File: src/rtl/bez_pkg.sv
`timescale 1ns / 1ps
// ----------------------------------------------------------------------------
// bez_pkg - shared types and constants for the easing curve evaluator
// Field widths, sequencer codes and the control bundle for the shared
// arithmetic unit.
// ----------------------------------------------------------------------------
package bez_pkg;

  localparam int CTRL_W   = 7;
  localparam int PROG_W   = 17;
  localparam int EASE_W   = 17;
  localparam int EASE_MAX = 65536;

  // Sequencer states
  typedef enum logic [2:0] {
    ST_IDLE,
    ST_MUL,
    ST_RND,
    ST_DIVA,
    ST_DIVB,
    ST_CHECK,
    ST_FIN
  } state_t;

  // Micro-operations of one curve evaluation
  typedef enum logic [2:0] {
    UOP_TT,
    UOP_SS,
    UOP_B3,
    UOP_B1,
    UOP_B2,
    UOP_W1,
    UOP_W2
  } uop_t;

  // Enables for the shared multiply / divide-by-127 unit
  typedef struct packed {
    logic mul_en;
    logic div_en;
  } arith_ctl_t;

endpackage

File: src/rtl/bez_item_if.sv
`timescale 1ns / 1ps
// ----------------------------------------------------------------------------
// bez_item_if - input item channel
// Valid/ready channel carrying two control points and the curve input.
// ----------------------------------------------------------------------------
interface bez_item_if;
  import bez_pkg::*;

  logic              valid;
  logic              ready;
  logic [CTRL_W-1:0] ctrl_ax;
  logic [CTRL_W-1:0] ctrl_ay;
  logic [CTRL_W-1:0] ctrl_bx;
  logic [CTRL_W-1:0] ctrl_by;
  logic [PROG_W-1:0] progress;

  modport source (
    output valid, ctrl_ax, ctrl_ay, ctrl_bx, ctrl_by, progress,
    input  ready
  );

  modport sink (
    input  valid, ctrl_ax, ctrl_ay, ctrl_bx, ctrl_by, progress,
    output ready
  );

endinterface

File: src/rtl/bez_result_if.sv
`timescale 1ns / 1ps
// ----------------------------------------------------------------------------
// bez_result_if - result channel
// Valid/ready channel carrying the eased curve output.
// ----------------------------------------------------------------------------
interface bez_result_if;
  import bez_pkg::*;

  logic              valid;
  logic              ready;
  logic [EASE_W-1:0] eased;

  modport source (
    output valid, eased,
    input  ready
  );

  modport sink (
    input  valid, eased,
    output ready
  );

endinterface

File: src/rtl/bezier_easing_curve_eval.sv
`timescale 1ns / 1ps
// ----------------------------------------------------------------------------
// bezier_easing_curve_eval - cubic Bezier easing curve by bisection
// Finds t with Bx(t) = x by bisection and returns By at the last t evaluated.
//
//   channel  dir  handshake        payload
//   in_ch    in   valid / ready    ctrl_ax, ctrl_ay, ctrl_bx, ctrl_by, progress
//   out_ch   out  valid / ready    eased
//
// One curve evaluation runs on the shared multiplier: five rounded products
// (ST_MUL then ST_RND), two weighted terms (ST_MUL, ST_DIVA, ST_DIVB)
// and one compare/update step (ST_CHECK). An item runs k search steps
// (1..SEARCH_STEPS, 16 by default), then a final pass of the weighted terms
// with the y control points. Input is taken only while the sequencer is idle; a
// result waits in the output register while the next item is accepted, and
// the sequencer holds its final step until that register is free.
// Reset is synchronous and clears the sequencer and the output valid.
// ----------------------------------------------------------------------------
module bezier_easing_curve_eval #(
  parameter int SEARCH_STEPS = 16,
  parameter int T_FRAC_BITS  = 24
) (
  input  logic         clk,
  input  logic         rst_n,
  bez_item_if.sink     in_ch,
  bez_result_if.source out_ch
);
  import bez_pkg::*;

  localparam int F      = T_FRAC_BITS;
  localparam int BW     = F + 2;
  localparam int SUMW   = F + 3;
  localparam int XW     = F + 1;
  localparam int IW     = $clog2(SEARCH_STEPS);
  localparam int TOL_SH = (F >= 20) ? (F - 20) : 0;
  localparam logic [IW-1:0] LAST_ITER = IW'(SEARCH_STEPS - 1);

  state_t     state_r, state_nxt;
  uop_t       uop_r;
  arith_ctl_t ctl;

  logic [CTRL_W-1:0] ax_r, ay_r, bx_r, by_r;
  logic [XW-1:0]     xq_r;
  logic [F-1:0]      t_r;
  logic [F-2:0]      step_r;
  logic [IW-1:0]     iter_r;
  logic              final_r;
  logic [F-1:0]      tt_r, ss_r, b3_r;
  logic [BW-1:0]     b1_r, b2_r, w1_r, w2_r;
  logic              out_valid_r;
  logic [EASE_W-1:0] out_eased_r;

  logic [F:0]        s_full;
  logic [F-1:0]      s_val;
  logic [BW-1:0]     op_a;
  logic [F-1:0]      op_b;
  logic [F-1:0]      rnd;
  logic [BW-1:0]     rnd_x3;
  logic [BW-1:0]     quo;
  logic [SUMW-1:0]   fx;
  logic [SUMW-1:0]   xq_ext;
  logic [SUMW-1:0]   diff;
  logic              fx_gt;
  logic              search_done;
  logic [SUMW-1:0]   ysum;
  logic [SUMW-1:0]   yq;
  logic [EASE_W-1:0] y_sat;
  logic              in_fire;
  logic              out_fire;
  logic              out_free;

  bez_arith #(
    .T_FRAC_BITS (T_FRAC_BITS)
  ) u_arith (
    .clk   (clk),
    .ctl   (ctl),
    .op_a  (op_a),
    .op_b  (op_b),
    .rnd_o (rnd),
    .quo_o (quo)
  );

  assign in_fire  = in_ch.valid && in_ch.ready;
  assign out_fire = out_valid_r && out_ch.ready;
  assign out_free = !out_valid_r || out_ch.ready;

  assign out_ch.valid = out_valid_r;
  assign out_ch.eased = out_eased_r;

  assign s_full = {1'b1, {F{1'b0}}} - {1'b0, t_r};
  assign s_val  = s_full[F-1:0];
  assign rnd_x3 = {2'b00, rnd} + {1'b0, rnd, 1'b0};

  // Search compare
  assign fx          = SUMW'(w1_r) + SUMW'(w2_r) + SUMW'(b3_r);
  assign xq_ext      = SUMW'(xq_r);
  assign fx_gt       = fx > xq_ext;
  assign diff        = fx_gt ? (fx - xq_ext) : (xq_ext - fx);
  assign search_done = ((diff >> TOL_SH) == '0) || (iter_r == LAST_ITER);

  // Output scaling and saturation
  assign ysum  = fx + (SUMW'(1) << (F - 17));
  assign yq    = ysum >> (F - 16);
  assign y_sat = (yq > SUMW'(EASE_MAX)) ? EASE_W'(EASE_MAX) : yq[EASE_W-1:0];

  // Next state
  always_comb begin
    state_nxt = state_r;
    unique case (state_r)
      ST_IDLE:  if (in_fire) state_nxt = ST_MUL;
      ST_MUL: begin
        if (uop_r == UOP_W1 || uop_r == UOP_W2) state_nxt = ST_DIVA;
        else                                    state_nxt = ST_RND;
      end
      ST_RND:   state_nxt = ST_MUL;
      ST_DIVA:  state_nxt = ST_DIVB;
      ST_DIVB: begin
        priority if (uop_r == UOP_W1) state_nxt = ST_MUL;
        else if (final_r)             state_nxt = ST_FIN;
        else                          state_nxt = ST_CHECK;
      end
      ST_CHECK: state_nxt = ST_MUL;
      ST_FIN:   if (out_free) state_nxt = ST_IDLE;
      default:  state_nxt = ST_IDLE;
    endcase
  end

  // Outputs of the sequencer: handshake, unit enables, operand select
  always_comb begin
    in_ch.ready = (state_r == ST_IDLE);
    ctl.mul_en  = (state_r == ST_MUL);
    ctl.div_en  = (state_r == ST_DIVA);
    unique case (uop_r)
      UOP_TT: begin op_a = BW'(t_r);  op_b = t_r;  end
      UOP_SS: begin op_a = BW'(s_val); op_b = s_val; end
      UOP_B3: begin op_a = BW'(tt_r); op_b = t_r;  end
      UOP_B1: begin op_a = BW'(ss_r); op_b = t_r;  end
      UOP_B2: begin op_a = BW'(s_val); op_b = tt_r; end
      UOP_W1: begin op_a = b1_r; op_b = F'(final_r ? ay_r : ax_r); end
      UOP_W2: begin op_a = b2_r; op_b = F'(final_r ? by_r : bx_r); end
      default: begin op_a = '0; op_b = '0; end
    endcase
  end

  always_ff @(posedge clk) begin
    if (!rst_n) begin
      state_r     <= ST_IDLE;
      uop_r       <= UOP_TT;
      final_r     <= 1'b0;
      out_valid_r <= 1'b0;
    end else begin
      state_r <= state_nxt;
      if (state_r == ST_FIN && out_free) begin
        out_valid_r <= 1'b1;
      end else if (out_fire) begin
        out_valid_r <= 1'b0;
      end
      unique case (state_r)
        ST_IDLE: begin
          if (in_fire) begin
            uop_r   <= UOP_TT;
            final_r <= 1'b0;
          end
        end
        ST_RND: begin
          unique case (uop_r)
            UOP_TT:  uop_r <= UOP_SS;
            UOP_SS:  uop_r <= UOP_B3;
            UOP_B3:  uop_r <= UOP_B1;
            UOP_B1:  uop_r <= UOP_B2;
            default: uop_r <= UOP_W1;
          endcase
        end
        ST_DIVB: begin
          if (uop_r == UOP_W1) uop_r <= UOP_W2;
        end
        ST_CHECK: begin
          if (search_done) begin
            uop_r   <= UOP_W1;
            final_r <= 1'b1;
          end else begin
            uop_r <= UOP_TT;
          end
        end
        default: ;
      endcase
    end
  end

  // Datapath registers
  always_ff @(posedge clk) begin
    if (in_fire) begin
      ax_r   <= in_ch.ctrl_ax;
      ay_r   <= in_ch.ctrl_ay;
      bx_r   <= in_ch.ctrl_bx;
      by_r   <= in_ch.ctrl_by;
      xq_r   <= {in_ch.progress, {(F-16){1'b0}}};
      t_r    <= {1'b1, {(F-1){1'b0}}};
      step_r <= {1'b1, {(F-2){1'b0}}};
      iter_r <= '0;
    end
    if (state_r == ST_RND) begin
      unique case (uop_r)
        UOP_TT:  tt_r <= rnd;
        UOP_SS:  ss_r <= rnd;
        UOP_B3:  b3_r <= rnd;
        UOP_B1:  b1_r <= rnd_x3;
        default: b2_r <= rnd_x3;
      endcase
    end
    if (state_r == ST_DIVB) begin
      if (uop_r == UOP_W1) w1_r <= quo;
      else                 w2_r <= quo;
    end
    // Move t by the current step; the step halves and drops to zero past t's LSB
    if (state_r == ST_CHECK && !search_done) begin
      if (fx_gt) t_r <= t_r - F'(step_r);
      else       t_r <= t_r + F'(step_r);
      step_r <= step_r >> 1;
      iter_r <= iter_r + IW'(1);
    end
    if (state_r == ST_FIN && out_free) begin
      out_eased_r <= y_sat;
    end
  end

`ifndef SYNTHESIS
  a_accept_starts: assert property (@(posedge clk) disable iff (!rst_n)
    in_fire |=> (state_r == ST_MUL && uop_r == UOP_TT && !final_r))
    else $error("accepted item did not start a curve evaluation");

  a_t_inside: assert property (@(posedge clk) disable iff (!rst_n)
    (state_r != ST_IDLE) |-> (t_r != '0))
    else $error("curve parameter left the open unit interval");

  a_last_step_final: assert property (@(posedge clk) disable iff (!rst_n)
    (state_r == ST_CHECK && iter_r == LAST_ITER) |=> (final_r && uop_r == UOP_W1))
    else $error("search ran past its last step");

  a_fin_holds: assert property (@(posedge clk) disable iff (!rst_n)
    (state_r == ST_FIN && out_valid_r && !out_ch.ready) |=>
      (state_r == ST_FIN && $stable(out_eased_r)))
    else $error("pending result overwritten");
`endif

endmodule

File: src/rtl/bez_arith.sv
`timescale 1ns / 1ps
// ----------------------------------------------------------------------------
// bez_arith - shared multiplier with rounding and divide-by-127 stages
// One registered multiplier; a rounded Q0.F view of the product, and a
// two-stage constant division (b*c + 63) / 127 taken from the product.
// ----------------------------------------------------------------------------
module bez_arith #(
  parameter int T_FRAC_BITS = 24
) (
  input  logic                    clk,
  input  bez_pkg::arith_ctl_t     ctl,
  input  logic [T_FRAC_BITS+1:0]  op_a,
  input  logic [T_FRAC_BITS-1:0]  op_b,
  output logic [T_FRAC_BITS-1:0]  rnd_o,
  output logic [T_FRAC_BITS+1:0]  quo_o
);
  import bez_pkg::*;

  localparam int F         = T_FRAC_BITS;
  localparam int BW        = F + 2;
  localparam int PW        = 2 * F + 2;
  localparam int NW        = F + 9;
  localparam int DIV_TERMS = (NW - 1) / 7;

  logic [PW-1:0] prod_r;
  logic [PW-1:0] rsum;
  logic [NW-1:0] num;
  logic [NW-1:0] q0;
  logic [NW-1:0] num_r;
  logic [NW-1:0] q0_r;
  logic [NW-1:0] q0_x127;
  logic [NW-1:0] rem;
  logic [16:0]   rem_p1;
  logic [16:0]   corr;

  always_ff @(posedge clk) begin
    if (ctl.mul_en) begin
      prod_r <= PW'(op_a) * PW'(op_b);
    end
  end

  // Round half up back to Q0.F
  assign rsum  = prod_r + (PW'(1) << (F - 1));
  assign rnd_o = rsum[2*F-1:F];

  // Lower bound of num/127 as a sum of shifted copies; off by at most a few units
  assign num = prod_r[NW-1:0] + NW'(63);

  always_comb begin
    q0 = '0;
    for (int j = 1; j <= DIV_TERMS; j++) begin
      q0 = q0 + (num >> (7 * j));
    end
  end

  always_ff @(posedge clk) begin
    if (ctl.div_en) begin
      num_r <= num;
      q0_r  <= q0;
    end
  end

  // Remainder stays below 127*(DIV_TERMS+2); fix the quotient with (r+1)*129 >> 14
  assign q0_x127 = (q0_r << 7) - q0_r;
  assign rem     = num_r - q0_x127;
  assign rem_p1  = {7'd0, rem[9:0]} + 17'd1;
  assign corr    = ((rem_p1 << 7) + rem_p1) >> 14;
  assign quo_o   = q0_r[BW-1:0] + BW'(corr);

endmodule
File: src/flat_wrapper.sv
// flat-port wrapper written by rule: the top's interface ports become plain ports
module bezier_easing_curve_eval_flat import bez_pkg::*;
#(
  parameter int SEARCH_STEPS = 16,
  parameter int T_FRAC_BITS  = 24
)
  (clk, rst_n, in_ch_valid, in_ch_ctrl_ax, in_ch_ctrl_ay, in_ch_ctrl_bx, in_ch_ctrl_by, in_ch_progress, in_ch_ready, out_ch_valid, out_ch_eased, out_ch_ready);
  bez_item_if in_ch_i ();
  bez_result_if out_ch_i ();
  input  logic clk;
  input  logic rst_n;
  input wire logic [$bits(in_ch_i.valid)-1:0] in_ch_valid;
  input wire logic [$bits(in_ch_i.ctrl_ax)-1:0] in_ch_ctrl_ax;
  input wire logic [$bits(in_ch_i.ctrl_ay)-1:0] in_ch_ctrl_ay;
  input wire logic [$bits(in_ch_i.ctrl_bx)-1:0] in_ch_ctrl_bx;
  input wire logic [$bits(in_ch_i.ctrl_by)-1:0] in_ch_ctrl_by;
  input wire logic [$bits(in_ch_i.progress)-1:0] in_ch_progress;
  output wire logic [$bits(in_ch_i.ready)-1:0] in_ch_ready;
  output wire logic [$bits(out_ch_i.valid)-1:0] out_ch_valid;
  output wire logic [$bits(out_ch_i.eased)-1:0] out_ch_eased;
  input wire logic [$bits(out_ch_i.ready)-1:0] out_ch_ready;
  assign in_ch_i.valid = in_ch_valid;
  assign in_ch_i.ctrl_ax = in_ch_ctrl_ax;
  assign in_ch_i.ctrl_ay = in_ch_ctrl_ay;
  assign in_ch_i.ctrl_bx = in_ch_ctrl_bx;
  assign in_ch_i.ctrl_by = in_ch_ctrl_by;
  assign in_ch_i.progress = in_ch_progress;
  assign in_ch_ready = in_ch_i.ready;
  assign out_ch_valid = out_ch_i.valid;
  assign out_ch_eased = out_ch_i.eased;
  assign out_ch_i.ready = out_ch_ready;
  bezier_easing_curve_eval #(.SEARCH_STEPS(SEARCH_STEPS), .T_FRAC_BITS(T_FRAC_BITS)) u_core (.clk(clk), .rst_n(rst_n), .in_ch(in_ch_i), .out_ch(out_ch_i));
endmodule
File: config.mk
export PLATFORM = sky130hd
export DESIGN_NAME = bezier_easing_curve_eval_flat
export DESIGN_NICKNAME = d
export VERILOG_FILES = /design/src/rtl/bez_pkg.sv /design/src/rtl/bez_item_if.sv /design/src/rtl/bez_result_if.sv /design/src/rtl/bezier_easing_curve_eval.sv /design/src/rtl/bez_arith.sv /design/src/flat_wrapper.sv
export SDC_FILE = /design/constraint.sdc
export NUM_CORES = 2
export LEC_CHECK = 0
export BUFFER_PORTS_ARGS = -buffer_cell sky130_fd_sc_hd__buf_2
export CAP_MARGIN = 5
export CELL_PAD_IN_SITES_DETAIL_PLACEMENT = 1
export CELL_PAD_IN_SITES_GLOBAL_PLACEMENT = 1
export CORE_UTILIZATION = 43
export CTS_BUF_LIST = sky130_fd_sc_hd__clkbuf_8
export CTS_CLUSTER_DIAMETER = 200
export DETAILED_ROUTE_END_ITERATION = 8
export PLACE_DENSITY = 0.8
export SYNTH_ARGS = -nofsm -noshare
export SYNTH_HDL_FRONTEND = slang
export SYNTH_SLANG_ARGS = --single-unit
File: constraint.sdc
create_clock -name clk -period 10.23 [get_ports clk]
set_clock_uncertainty 0.2 [all_clocks]
set_input_delay 2.046 -clock clk [delete_from_list [all_inputs] [get_ports clk]]
set_output_delay 2.046 -clock clk [all_outputs]
set_load 0.02 [all_outputs]
==> results.py <==
metrics = {
    "synth": {
        "synth_area_mm2": 0.0457,
        "yosysWarnings": 0,
        "synth_commonest_cells": "772 x inv_1, 573 x fa_1, 562 x nand2_1",
        "dominantRegCellSynth": "edfxtp_1",
        "avgSynthCellArea_um2": 9.51,
        "synth_area_leaders": "fa_1 25%, edfxtp_1 24%, ha_1 9.4%",
        "yosysSeqAreaShare_pct": 24.9,
        "yosysUniqueCellTypes": 94,
        "synth_edf_count": 372,
        "synth.most_common_cell": "inv_1",
        "synthCells": 4801,
        "ys_seq_elements": 381,
        "synth_largest_area_cell": "fa_1",
        "synth_top_area_share_pct": 25.1,
        "async_flop_share_pct": 0,
    },
    "sta": {
        "setup_viol": 0,
        "tightest_slew_ns": 1.23,
        "period_share_pct": 98.8,
        "relSlewSlack_pct": 18.0,
        "tns_ns": 0,
        "hold_viol_final": 0,
        "slew_violations": 0,
        "fmax_mhz": 99.0,
        "min_period_ns": 10.11,
        "rsz0062_at_grt": "yes",
        "setup_ws_ns": 0.124,
    },
    "global_route": {
        "grt-ovfl-total": 0,
        "first_global_vias": 40800,
        "grt_pass1_wl_um": 233000,
        "antenna_found_initial": 1,
        "track_usage_pct": 28.1,
        "grt_max_degree": 94,
    },
    "drt": {
        "vias": 37000,
        "first_pass_iters": 7,
        "finalWirelength_um": 150000,
        "drt_iter0_drc": 2548,
        "post_drt_wl_per_cell_um": 23.5,
        "vias_per_cell": 5.79,
        "drc": 0,
        "ant_nets": 0,
    },
    "place": {
        "io_buffer_count": 67,
        "dp_slack_ns": -0.170,
        "dpl.hpwl_um": 120000,
        "gp_congestion": 0.950,
    },
    "hold_path": {
        "hp-start": "u_core.step_r[22]",
        "min_path_type": "flop to flop",
        "min_to": "u_core.step_r[22]",
        "hold_depth": 1,
    },
    "setup_path": {
        "path_buf_inv": 8,
        "worstPathArrival_ns": 10.36,
        "required_ns": 10.48,
        "timing.rr.end": "u_core.u_arith.prod_r[44]",
        "worstPathMaxFanout": 23,
        "start_kind": "flop",
        "critPathCaptureType": "flop",
        "reg2reg_from": "u_core.t_r[1]",
        "cp_common_cell": "fa_1",
        "crit_slowest_cell": "fa_1",
        "critPathKind": "flop to flop",
        "r2r_setup_slack_ns": 0.12,
        "reg2reg_depth": 34,
        "cpLargestDelayFamily": "adder cells",
        "slowest_delay_ns": 0.56,
    },
    "die": {
        "rows": 119,
        "core_area_mm2": 0.105,
        "start_util_pct": 43.4,
        "dieHeight_um": 328,
        "ios": 68,
        "die-area_mm2": 0.108,
        "die_x_um": 328,
    },
    "finish": {
        "final_layout_size_suffix_gt1_share_pct": 8.36,
        "final_util_pct": 47.5,
        "layout.nets": 5900,
        "syn_to_final_growth_pct": 9.44,
        "fillers": 12000,
    },
    "clock_network": {
        "clockBufferDepth": 3,
        "clk_pin_slew_ns": 0.08,
        "cts_sinks": 381,
        "insertion_delay_ns": 0.70,
        "cts_made_buffers": 71,
        "cts_hold_buf": 0,
        "cts-root-buf": "clkbuf_8",
        "htreeDepth": 3,
        "cts_tree": "built",
    },
    "job": {
        "drv_cap": 0,
    },
    "outcome": {
        "status": "completed",
    },
}
how the worst max path moves through the flow:
stage | start | endpoint | slack, ns | cells past startpoint
floorplan | u_core.t_r[1] | u_core.u_arith.prod_r[44] | 0.03 | 35
global placement | u_core.t_r[0] | u_core.u_arith.prod_r[44] | 0.14 | 37
detailed placement | u_core.t_r[0] | u_core.u_arith.prod_r[44] | -0.17 | 37
CTS | u_core.t_r[0] | u_core.u_arith.prod_r[44] | 0.005 | 34
global route | u_core.t_r[1] | u_core.u_arith.prod_r[44] | -0.13 | 34
finish | u_core.t_r[1] | u_core.u_arith.prod_r[44] | 0.12 | 34
area by class of cell:
| class | instances | area (um^2) | area share (%) |
|---|---|---|---|
| flip-flops and latches | 381 | 11400 | 22.7 |
| clock inverters | 50 | 259 | 0.518 |
| multi-input cells | 3484 | 31100 | 62.1 |
| inverters | 773 | 2900 | 5.81 |
| repair buffers | 225 | 1610 | 3.22 |
| clock buffers | 76 | 1050 | 2.09 |
| diodes | 1 | 2.50 | 0.00501 |
| well taps | 1391 | 1740 | 3.48 |
through the flow:
stage / instance area (um^2) / cells / hold slack (ns)
3_5_place_dp: 48500 / 6247 / 0.369
6_report: 50000 / 6381 / 0.376
2_1_floorplan: 45800 / 4830 / 0.317
5_1_grt: 50000 / 6381 / 0.389
4_1_cts: 49800 / 6376 / 0.376
3_3_place_gp: 48500 / 6247 / 0.345
worst reg2reg max path, delay by kind of cell, from the launching register on:
kind,cells,cell delay (ns)
adders and majority gates,8,3.79
xor gates and xnor gates,1,0.09
AOI/OAI and AO/OA,10,1.86
DFF,1,0.38
buffers and inverters,8,1.27
and+or+nand+nor,7,2.28
repair_timing:
item | CTS | global route
cloned | 0 | 0
resized for setup | 7 | 24
pin swaps | 0 | 6
setup buffers | 3 | 4
setup endpoints to repair | 8 | 22
cells by family after synthesis:
| group | Yosys count | synth area share, % |
|---|---|---|
| other | 2 | 0.0164 |
| and+or+nand+nor | 1467 | 15.1 |
| xor gates and xnor gates | 283 | 5.43 |
| DFF | 381 | 24.9 |
| muxes | 36 | 0.844 |
| adders and majority gates | 915 | 34.5 |
| buffers and inverters | 965 | 8.04 |
| AOI/OAI and AO/OA | 752 | 11.2 |
registers in the layout, indices dropped and copies added, names as in the netlist:
name                   count
u_core.u_arith.prod_r     48
u_core.by_r                7
u_core.iter_r              4
u_core.b2_r               26
u_core.w1_r               26
u_core.ax_r                7
u_core.ss_r               24
u_core.uop_r               3
u_core.u_arith.q0_r       26
u_core.out_ch.eased       17
u_core.state_r             3
u_core.b3_r               24
u_core.bx_r                7
u_core.u_arith.num_r      10
u_core.xq_r               17
u_core.b1_r               26
u_core.final_r             1
u_core.ay_r                7
u_core.t_r                24
u_core.w2_r               26
u_core.step_r             23
u_core.tt_r               24
u_core.out_ch.valid        1
placed cells by master, fill, tap and decap left out, types with 19 or more instances in the layout:
cell      count
a211oi_1     35
nor2_1      301
a21oi_1     190
o21bai_1     29
clkbuf_8     76
and3_1       70
or3_1        32
and2_1      128
nor2b_1      41
nand4_1      35
nand3_1      79
nor3_1       96
buf_4       150
conb_1       31
nand2_1     561
buf_2        67
fa_1        573
a31oi_1      25
o211ai_1     23
o21ai_0     119
o21a_1       23
xor2_1       74
a21o_1       51
a221oi_1     20
inv_1       789
nor4_1       19
mux2i_1      25
nand2b_1     26
o22ai_1      20
ha_1        342
edfxtp_1    372
xnor2_1     209
routing by layer:
| metal | wire (um) | GRT usage [%] |
|---|---|---|
| met5 | 0 | 0 |
| met3 | 10400 | 4.64 |
| met4 | 7890 | 13.8 |
| met2 | 73800 | 48.6 |
| met1 | 57900 | 33.7 |
Power is left out: the tool's default activity adds up to more than one toggle a clock period on the data nets, which glitch-free logic cannot reach.
